[src/rtl/dsad_pkg.sv]
// Package for the data-space address decoder.
// Holds the item structs, code constants, reset values and the command struct.
// No dependencies.
`default_nettype none

package dsad_pkg;

    // Input item as one packed word.
    typedef struct packed {
        logic [1:0]  mode;
        logic [15:0] address;
        logic [7:0]  write_byte;
        logic [15:0] window_length;
        logic [3:0]  window_device;
    } in_item_t;

    // Result item as one packed word.
    typedef struct packed {
        logic [7:0]  read_byte;
        logic [3:0]  target;
        logic [3:0]  device_id;
        logic [15:0] device_offset;
    } out_item_t;

    // Commands from the controller to the datapath.
    typedef struct packed {
        logic capture;
        logic execute;
        logic load_out;
    } ctrl_cmd_t;

    // Item modes.
    localparam logic [1:0] MODE_READ   = 2'd0;
    localparam logic [1:0] MODE_WRITE  = 2'd1;
    localparam logic [1:0] MODE_APPEND = 2'd2;

    // Target codes.
    localparam logic [3:0] TGT_SRAM     = 4'd0;
    localparam logic [3:0] TGT_REG      = 4'd1;
    localparam logic [3:0] TGT_STATUS   = 4'd2;
    localparam logic [3:0] TGT_SPL      = 4'd3;
    localparam logic [3:0] TGT_SPH      = 4'd4;
    localparam logic [3:0] TGT_PERIPH   = 4'd5;
    localparam logic [3:0] TGT_UNMAPPED = 4'd6;
    localparam logic [3:0] TGT_MAPPED   = 4'd7;
    localparam logic [3:0] TGT_FULL     = 4'd8;

    // Configuration register indexes.
    localparam int CFG_INDEX_W = 3;
    localparam int CFG_DATA_W  = 16;
    localparam logic [2:0] CFG_SRAM_START     = 3'd0;
    localparam logic [2:0] CFG_SRAM_LENGTH    = 3'd1;
    localparam logic [2:0] CFG_REGFILE_START  = 3'd2;
    localparam logic [2:0] CFG_REGFILE_LENGTH = 3'd3;
    localparam logic [2:0] CFG_STATUS_ADDR    = 3'd4;
    localparam logic [2:0] CFG_STACK_LOW      = 3'd5;
    localparam logic [2:0] CFG_STACK_HIGH     = 3'd6;

    // Configuration reset values.
    localparam logic [15:0] RST_SRAM_START     = 16'd256;
    localparam logic [11:0] RST_SRAM_LENGTH    = 12'd2048;
    localparam logic [15:0] RST_REGFILE_START  = 16'd0;
    localparam logic [5:0]  RST_REGFILE_LENGTH = 6'd32;
    localparam logic [15:0] RST_STATUS_ADDR    = 16'd95;
    localparam logic [15:0] RST_STACK_LOW      = 16'd93;
    localparam logic [15:0] RST_STACK_HIGH     = 16'd94;

    // Fixed byte patterns.
    localparam logic [7:0]  BYTE_ONES  = 8'hFF;
    localparam logic [15:0] HIGH_MASK  = 16'hFF00;
    localparam logic [15:0] LOW_MASK   = 16'h00FF;

endpackage

`default_nettype wire

[src/rtl/dsad_ctrl.sv]
// Controller state machine of the data-space address decoder.
// Sequences capture, execute and output load; depends on dsad_pkg.
`default_nettype none

module dsad_ctrl (
    input  wire logic             clk,
    input  wire logic             rst_n,
    input  wire logic             in_valid,
    output logic                  in_stall,
    output logic                  out_valid,
    input  wire logic             out_stall,
    output dsad_pkg::ctrl_cmd_t   cmd
);

    typedef enum logic [1:0] {
        ST_IDLE,
        ST_EXEC,
        ST_FIN
    } state_t;

    state_t state_reg, state_next;
    logic   out_valid_reg, out_valid_next;
    logic   load;
    logic   accept;

    // The output register takes a result when it is empty or being drained.
    assign load     = (state_reg == ST_FIN) && (!out_valid_reg || !out_stall);
    assign in_stall = !((state_reg == ST_IDLE) || load);
    assign accept   = in_valid && !in_stall;

    // Next state and output valid.
    always_comb
    begin
        state_next = state_reg;
        case (state_reg)
            ST_IDLE:
            begin
                if (accept)
                begin
                    state_next = ST_EXEC;
                end
            end
            ST_EXEC:
            begin
                state_next = ST_FIN;
            end
            ST_FIN:
            begin
                if (load)
                begin
                    state_next = accept ? ST_EXEC : ST_IDLE;
                end
            end
            default:
            begin
                state_next = ST_IDLE;
            end
        endcase

        if (load)
        begin
            out_valid_next = 1'b1;
        end
        else if (!out_stall)
        begin
            out_valid_next = 1'b0;
        end
        else
        begin
            out_valid_next = out_valid_reg;
        end
    end

    // State and registered outputs.
    always_ff @(posedge clk or negedge rst_n)
    begin
        if (!rst_n)
        begin
            state_reg     <= ST_IDLE;
            out_valid_reg <= 1'b0;
        end
        else
        begin
            state_reg     <= state_next;
            out_valid_reg <= out_valid_next;
        end
    end

    assign out_valid    = out_valid_reg;
    assign cmd.capture  = accept;
    assign cmd.execute  = (state_reg == ST_EXEC);
    assign cmd.load_out = load;

endmodule

`default_nettype wire

[config.mk]
export PLATFORM = sky130hd
export DESIGN_NAME = dsad_ctrl
export DESIGN_NICKNAME = d
export VERILOG_FILES = /design/src/rtl/dsad_pkg.sv /design/src/rtl/dsad_ctrl.sv
export SDC_FILE = /design/constraint.sdc
export NUM_CORES = 1
export LEC_CHECK = 0
export ABC_AREA = 1
export BUFFER_PORTS_ARGS = -buffer_cell sky130_fd_sc_hd__buf_2
export CORE_AREA = 2 2 39 41
export DETAILED_ROUTE_END_ITERATION = 10
export DIE_AREA = 0 0 41 43
export PLACE_DENSITY = 0.3
export SLEW_MARGIN = 10
export SYNTH_ARGS = -nofsm -noshare
export SYNTH_HDL_FRONTEND = slang
export SYNTH_SLANG_ARGS = --single-unit
[constraint.sdc]
create_clock -name clk -period 1.2 [get_ports clk]
set_input_delay 0.24 -clock clk [delete_from_list [all_inputs] [get_ports clk]]
set_output_delay 0.24 -clock clk [all_outputs]
set_load 0.01 [all_outputs]
==> results of run 1 <==
-- synthesized netlist by cell type (all sizes together) --
library cell  n
a21oi         1
buf           3
dfrtp         3
inv           4
nand2         5
nand3         1
nor2          2
o21ai         1
-- routing by layer --
metal  vias to the layer above  global-route usage, %
li1                         80                      -
met1                        71                  4.516
met2                         7                  7.813
met3                         0                  3.141
met4                         0                  6.000
met5                         -                      0
-- where the power goes --
part           internal, mW  switching (mW)
logic                0.0522          0.0502
clock network         0.125          0.0505
registers             0.116          0.0136
-- worst max-delay path by stage --
stage | endpoint | start | cells past startpoint
6_report | cmd[0] | out_valid$_DFFE_PN0P_ | 3
5_1_grt | cmd[0] | out_valid$_DFFE_PN0P_ | 3
4_1_cts | cmd[0] | state_reg[0]$_DFFE_PN0P_ | 4
3_5_place_dp | cmd[0] | state_reg[0]$_DFFE_PN0P_ | 4
3_3_place_gp | cmd[2] | out_valid$_DFFE_PN0P_ | 4
2_1_floorplan | cmd[2] | out_valid$_DFFE_PN0P_ | 4
-- stage by stage --
step | util, % | total power [mW] | worst slack [ns] | cell area (um2) | hold slack (ns)
after floorplan | - | 0.1817 | 0.1578 | 156.4 | -0.05559
final | 18.81 | 0.4070 | -0.04615 | 260.3 | 0.2386
after CTS | 17.36 | 0.4028 | -0.05709 | 240.2 | 0.2263
after detailed placement | 14.01 | 0.2008 | 0.1852 | 193.9 | 0.04362
after global routing | 18.81 | 0.4466 | -0.1132 | 260.3 | 0.2482
after global placement | 14.01 | 0.2002 | 0.2027 | 193.9 | 0.04029
-- repair_timing --
item | in CTS | in global routing
endpoints found under the setup margin | 2 | 3
hold buffers | 1 | 0
hold endpoints to repair | 3 | 0
resized for setup | 1 | 3
pin swaps | 0 | 1
setup buffers | 1 | 1
-- worst max-delay path, stage by stage, from the launching register on --
cell and delay, ns:
sky130_fd_sc_hd__dfrtp_1 0.40, sky130_fd_sc_hd__buf_6 0.13, sky130_fd_sc_hd__a21oi_2 0.12, sky130_fd_sc_hd__buf_2 0.13
-- final cells by class --
| type | instances | area (um2) |
|---|---|---|
| Sequential cell | 3 | 75.07 |
| Inverter | 4 | 15.01 |
| Clock buffer | 4 | 26.28 |
| Multi-Input combinational cell | 10 | 55.05 |
| Fill cell | 169 | 1124 |
| Timing Repair Buffer | 11 | 68.82 |
| Tap cell | 16 | 20.02 |
-- cell families after synthesis --
group / count (synthesis) / synth area share (%)
AO/OA/AOI/OAI: 2 / 6.394
flip-flops: 3 / 48.00
AND/OR/NAND/NOR: 8 / 21.60
buffers and inverters: 7 / 24.00
==> qor.csv, run 1 <==
stage;metric;value;unit
status;outcome;finished with violations;
status;violations in the final reports;setup timing;
floorplan;Placement Rows;14;
timing;Max Transition Viols Final;0;
routing;initial detailed-routing violation count;1;
worst_setup_path;FF-to-FF End;state_reg[1]$_DFFE_PN0P_;
timing;total of endpoints with negative setup slack in the final report;2;
synthesis;number of distinct library cell variants in the gate-level netlist after synthesis;10;
routing;via density per instance;3.292;
timing;worst slew pin tran;0.1276;ns
synthesis;total nets after synthesis;24;
final_layout;Final nets;37;
global_route;initial antenna violation count;0;
final_layout;fraction of layout cells with a size suffix above 1;56.25;%
clock_network;clock tree from TritonCTS;done;
routing;WL final;347;um
worst_setup_path;Worst Path Class, Setup;flip-flop to output pin;
routing;detailed-route wire length per cell;7.229;um
global_route;largest net degree at the start of global routing;4;
timing;post-route minimum period;1.246;ns
floorplan;die height;43;um
floorplan;effective utilization at floorplan;11.30;%
routing;drc violations;0;
routing;met2 routed WL;171;um
timing;share of the cycle needed by the critical path after routing;103.8;%
routing;number of search-and-repair iterations in the first detailed-routing pass;2;
synthesis;synthesized cell area;156.4;um2
floorplan;Die ar.;1763;um2
timing;Total Neg Setup Slack;-0.07342;ns
timing;highest attainable clock frequency;802.5;MHz
clock_network;number of H-tree branching levels;1;
timing;Final Skew;0.004047;ns
placed_design;Port Buf Inserts;8;
routing;met1 layer wirelength in the final routing;129;um
clock_network;Max Root-Sink Buffers;2;
synthesis;sequential fraction of the synthesis area;48.00;%
min_path;Hold Path Depth;3;
final_layout;max FFs per register;2;
worst_setup_path;register-to-register setup slack;0.39;ns
timing;tightest slew margin relative to the limit;91.50;%
worst_setup_path;Startpoint Class;flip-flop;
synthesis;Cells after Synth;20;
final_layout;diode count;0;
worst_setup_path;endpoint arrival time on the critical path;1.01;ns
global_route;wire length of the first global-routing pass;586;um
clock_network;number of sinks handled by clock tree synthesis;3;
floorplan;area of the core;1384;um2
worst_setup_path;Setup crit end kind;output pin;
pwr;Pwr Density;1564;nW/um2
synthesis;ranking of synthesized cells by area;sky130_fd_sc_hd__dfrtp_1 (48%), sky130_fd_sc_hd__buf_4 (14%), sky130_fd_sc_hd__nand2_1 (9.6%), sky130_fd_sc_hd__inv_1 (7.2%), sky130_fd_sc_hd__nor2_1 (4.8%);
worst_setup_path;Register-to-Register Path Depth;3;
final_layout;most frequent standard cell in the layout excluding fill and tap cells;sky130_fd_sc_hd__buf_2;
clock_network;clock latency reported for the late side of the worst-skew pair;0.23;ns
routing;sum of met3 wire segment lengths after detailed routing;46;um
final_layout;Area Growth Syn to Fin;66.40;%
worst_setup_path;data required time at the worst endpoint;0.96;ns
placed_design;gp weighted congestion;0.5331;
routing;residual antenna-violating net count after detailed routing;0;
pwr;worst vdd rail ir drop;442.4;uV
clock_network;clock-pin slew reported for the worst setup and hold paths after clock tree synthesis;0.04;ns
timing;PnR worst setup slack;-0.04615;ns
synthesis;Yosys top cell area share;48.00;%
global_route;total congestion overflow after global routing;0;
min_path;Min-Delay Startpoint;in_valid;
global_route;number of global-route vias before repair;170;
final_layout;most frequent cells in the layout;sky130_fd_sc_hd__buf_2 (8), sky130_fd_sc_hd__inv_1 (3), sky130_fd_sc_hd__nand2_1 (3), sky130_fd_sc_hd__clkbuf_4 (3), sky130_fd_sc_hd__dfrtp_1 (3);
synthesis;Avg Synthesized Cell Area;7.820;um2
timing;count of final hold-check violations;0;
global_route;global-route total usage across every layer;5.427;%
placed_design;post-detailed-placement half-perimeter wirelength;250.9;um
worst_setup_path;worst-path fanout max;3;
min_path;sink of the worst hold path;state_reg[0]$_DFFE_PN0P_;
flow_run;number of maximum-capacitance violations;0;
floorplan;Die Wd;41;um
placed_design;number of placed instances, taps included;41;
timing;RSZ-0062 raised after global routing;yes;
final_layout;count of non-filler cells in the finished layout;48;
min_path;kind of path behind the tightest hold check;input port to flip-flop;
pwr;static leakage;0.1464;nW
floorplan;number of top-level pins;9;
routing;total vias in the final route;158;
routing;highest routed layer;met3;
synthesis;flop and latch count out of synthesis;3;
clock_network;number of buffers created by CTS;3;
worst_setup_path;source of the worst register-to-register timing path;out_valid$_DFFE_PN0P_;
synthesis;count of warnings emitted by yosys;0;
clock_network;Root Buffer Master;sky130_fd_sc_hd__clkbuf_4;
synthesis;cell type with the highest aggregate area in the netlist;sky130_fd_sc_hd__dfrtp_1;
(Power assumes the default switching activity.)
==> run 2, diff against run 1 <==
--- a/config.mk
+++ b/config.mk
@@ -10,7 +10,6 @@
 export CORE_AREA = 2 2 39 41
 export DETAILED_ROUTE_END_ITERATION = 10
 export DIE_AREA = 0 0 41 43
-export PLACE_DENSITY = 0.3
 export SLEW_MARGIN = 10
 export SYNTH_ARGS = -nofsm -noshare
 export SYNTH_HDL_FRONTEND = slang
==> qor.csv, run 2 (same netlist as run 1, synthesis figures left out) <==
stage;metric;value;unit;change
clock_network;clock tree from TritonCTS;done;;unchanged
flow_run;number of maximum-capacitance violations;0;;unchanged
clock_network;number of H-tree branching levels;1;;unchanged
placed_design;post-detailed-placement half-perimeter wirelength;223.9;um;was 250.9 um
floorplan;die height;43;um;unchanged
timing;RSZ-0062 raised after global routing;yes;;unchanged
worst_setup_path;worst-path fanout max;3;;unchanged
timing;PnR worst setup slack;-0.02128;ns;was -0.04615 ns
pwr;Pwr Density;1506;nW/um2;was 1564 nW/um2
clock_network;number of buffers created by CTS;3;;unchanged
pwr;worst vdd rail ir drop;251.2;uV;was 442.4 uV
final_layout;Register Area;75.07;um2;unchanged
final_layout;max FFs per register;2;;unchanged
final_layout;number of filler instances in the final layout;156;;was 169
worst_setup_path;Register-to-Register Path Depth;3;;unchanged
global_route;global-route total usage across every layer;4.527;%;was 5.427%
worst_setup_path;beginning of the critical path;out_valid$_DFFE_PN0P_;;unchanged
placed_design;number of placed instances, taps included;41;;unchanged
pwr;share of power burned in combinational logic;25.5;%;was 25.2%
pwr;register share of total power;31.9;%;was 31.8%
final_layout;diode count;0;;unchanged
timing;share of the cycle needed by the critical path after routing;101.8;%;was 103.8%
floorplan;number of top-level pins;9;;unchanged
min_path;Min-Delay Startpoint;in_valid;;unchanged
floorplan;area of the core;1384;um2;unchanged
timing;tightest slew margin relative to the limit;90.84;%;was 91.50%
worst_setup_path;FF-to-FF End;state_reg[1]$_DFFE_PN0P_;;unchanged
placed_design;Port Buf Inserts;8;;unchanged
floorplan;Die ar.;1763;um2;unchanged
clock_network;clock-pin slew reported for the worst setup and hold paths after clock tree synthesis;0.04;ns;about the same
worst_setup_path;Startpoint Class;flip-flop;;unchanged
min_path;kind of path behind the tightest hold check;input port to flip-flop;;unchanged
pwr;power dissipated by switching net loads;0.1121;mW;was 0.1143 mW
clock_network;number of sinks handled by clock tree synthesis;3;;unchanged
routing;total vias in the final route;159;;was 158
worst_setup_path;endpoint arrival time on the critical path;0.98;ns;was 1.01 ns
final_layout;fraction of layout cells with a size suffix above 1;57.58;%;was 56.25%
pwr;overall power of the completed layout;0.4070;mW;about the same
final_layout;Final nets;38;;was 37
final_layout;Area Growth Syn to Fin;72.80;%;was 66.40%
final_layout;post-layout util;19.53;%;was 18.81%
global_route;largest net degree at the start of global routing;4;;unchanged
timing;highest attainable clock frequency;818.8;MHz;was 802.5 MHz
floorplan;Die Wd;41;um;unchanged
placed_design;worst setup slack after placement;0.1995;ns;was 0.1852 ns
timing;Max Transition Viols Final;0;;unchanged
pwr;internal power component;0.2949;mW;was 0.2927 mW
worst_setup_path;data required time at the worst endpoint;0.96;ns;about the same
global_route;number of global-route vias before repair;150;;was 170
floorplan;Placement Rows;14;;unchanged
pwr;static leakage;0.1511;nW;was 0.1464 nW
global_route;total congestion overflow after global routing;0;;unchanged
routing;WL final;309;um;was 347 um
status;outcome;finished with violations;;unchanged
final_layout;total area of multi-input combinational cells;55.05;um2;unchanged
timing;hold slack;0.2419;ns;was 0.2386 ns
routing;via density per instance;3.245;;was 3.292
status;violations in the final reports;setup timing;;unchanged
clock_network;clock latency reported for the late side of the worst-skew pair;0.23;ns;about the same
timing;post-route minimum period;1.221;ns;was 1.246 ns
routing;detailed-route wire length per cell;6.306;um;was 7.229 um
timing;Final Skew;0.001314;ns;was 0.004047 ns
worst_setup_path;source of the worst register-to-register timing path;out_valid$_DFFE_PN0P_;;unchanged
global_route;initial antenna violation count;0;;unchanged
worst_setup_path;Worst Path Class, Setup;flip-flop to output pin;;unchanged
routing;drc violations;0;;unchanged
global_route;wire length of the first global-routing pass;469;um;was 586 um
timing;worst slew pin tran;0.1374;ns;was 0.1276 ns
routing;initial detailed-routing violation count;4;;was 1
final_layout;count of non-filler cells in the finished layout;49;;was 48
placed_design;gp weighted congestion;0.5092;;was 0.5331
pwr;power share of the clock group;42.6;%;was 43.0%
timing;count of final hold-check violations;0;;unchanged
clock_network;Max Root-Sink Buffers;2;;unchanged
placed_design;dpl cell area;193.9;um2;unchanged
worst_setup_path;register-to-register setup slack;0.38;ns;was 0.39 ns
min_path;Hold Path Depth;3;;unchanged
routing;residual antenna-violating net count after detailed routing;0;;unchanged
final_layout;post-layout instance area;270.3;um2;was 260.3 um2
worst_setup_path;Setup crit end kind;output pin;;unchanged
final_layout;most frequent standard cell in the layout excluding fill and tap cells;sky130_fd_sc_hd__buf_2;;unchanged
floorplan;effective utilization at floorplan;11.30;%;unchanged
pwr;net switching share of the total power;27.54;%;was 28.08%
routing;number of search-and-repair iterations in the first detailed-routing pass;4;;was 2
min_path;sink of the worst hold path;state_reg[0]$_DFFE_PN0P_;;unchanged
timing;total of endpoints with negative setup slack in the final report;1;;was 2
timing;Total Neg Setup Slack;-0.02128;ns;was -0.07342 ns
clock_network;Root Buffer Master;sky130_fd_sc_hd__clkbuf_4;;unchanged
==> run 2: changes by cell type in the layout (fill, tap and decap cells not counted), sizes merged <==
cell / previous run / this run
buf: 10 / 11
==> run 2: worst max path at each step <==
stage / depth (start not counted) / to / slack, ns
2_1_floorplan: 4 / cmd[2] / 0.16
3_3_place_gp: 4 / cmd[2] / 0.21
3_5_place_dp: 4 / cmd[0] / 0.20
4_1_cts: 4 / cmd[2] / -0.03
5_1_grt: 4 / cmd[2] / -0.09
6_report: 4 / cmd[2] / -0.02
==> run 2: final cells by class <==
type	count	area share, %
Multi-Input combinational cell	10	20.37
Sequential cell	3	27.78
Timing Repair Buffer	12	29.17
Clock buffer	4	9.722
Inverter	4	5.556
Tap cell	16	7.407
==> run 2: layer usage <==
| layer | up-vias | GRT usage (%) | part of all wire (%) | wire length [um] |
|---|---|---|---|---|
| li1 | 82 | - | - | - |
| met1 | 72 | 2.913 | 39 | 121 |
| met2 | 5 | 6.563 | 48 | 149 |
| met3 | 0 | 4.712 | 12 | 37 |
| met4 | 0 | 4.000 | 0 | 0 |
| met5 | - | 0 | 0 | 0 |
==> run 2: power groups by stage <==
| stage | clock network [mW] | logic, mW | registers, mW |
|---|---|---|---|
| final | 0.173 | 0.104 | 0.130 |
| after global routing | 0.195 | 0.116 | 0.132 |
| after CTS | 0.180 | 0.0942 | 0.130 |
| after detailed placement | 0 | 0.0718 | 0.128 |
| after global placement | 0 | 0.0704 | 0.128 |
| after floorplan | 0 | 0.0514 | 0.130 |
==> run 2: what timing repair did <==
action | 4_1_cts | 5_1_grt
buffers inserted | 2 | 1
gates resized for setup | 3 | 1
hold endpoints to repair | 3 | 0
pin swaps | 1 | 0
setup endpoints to repair | 2 | 4
hold buffers | 1 | 0
==> run 2: worst max-delay path, stage by stage (launching register included) <==
cell                      delay (ns)
sky130_fd_sc_hd__dfrtp_1        0.40
sky130_fd_sc_hd__nand3_2        0.09
sky130_fd_sc_hd__nand2_2        0.06
sky130_fd_sc_hd__nor2_1         0.07
sky130_fd_sc_hd__buf_2          0.13
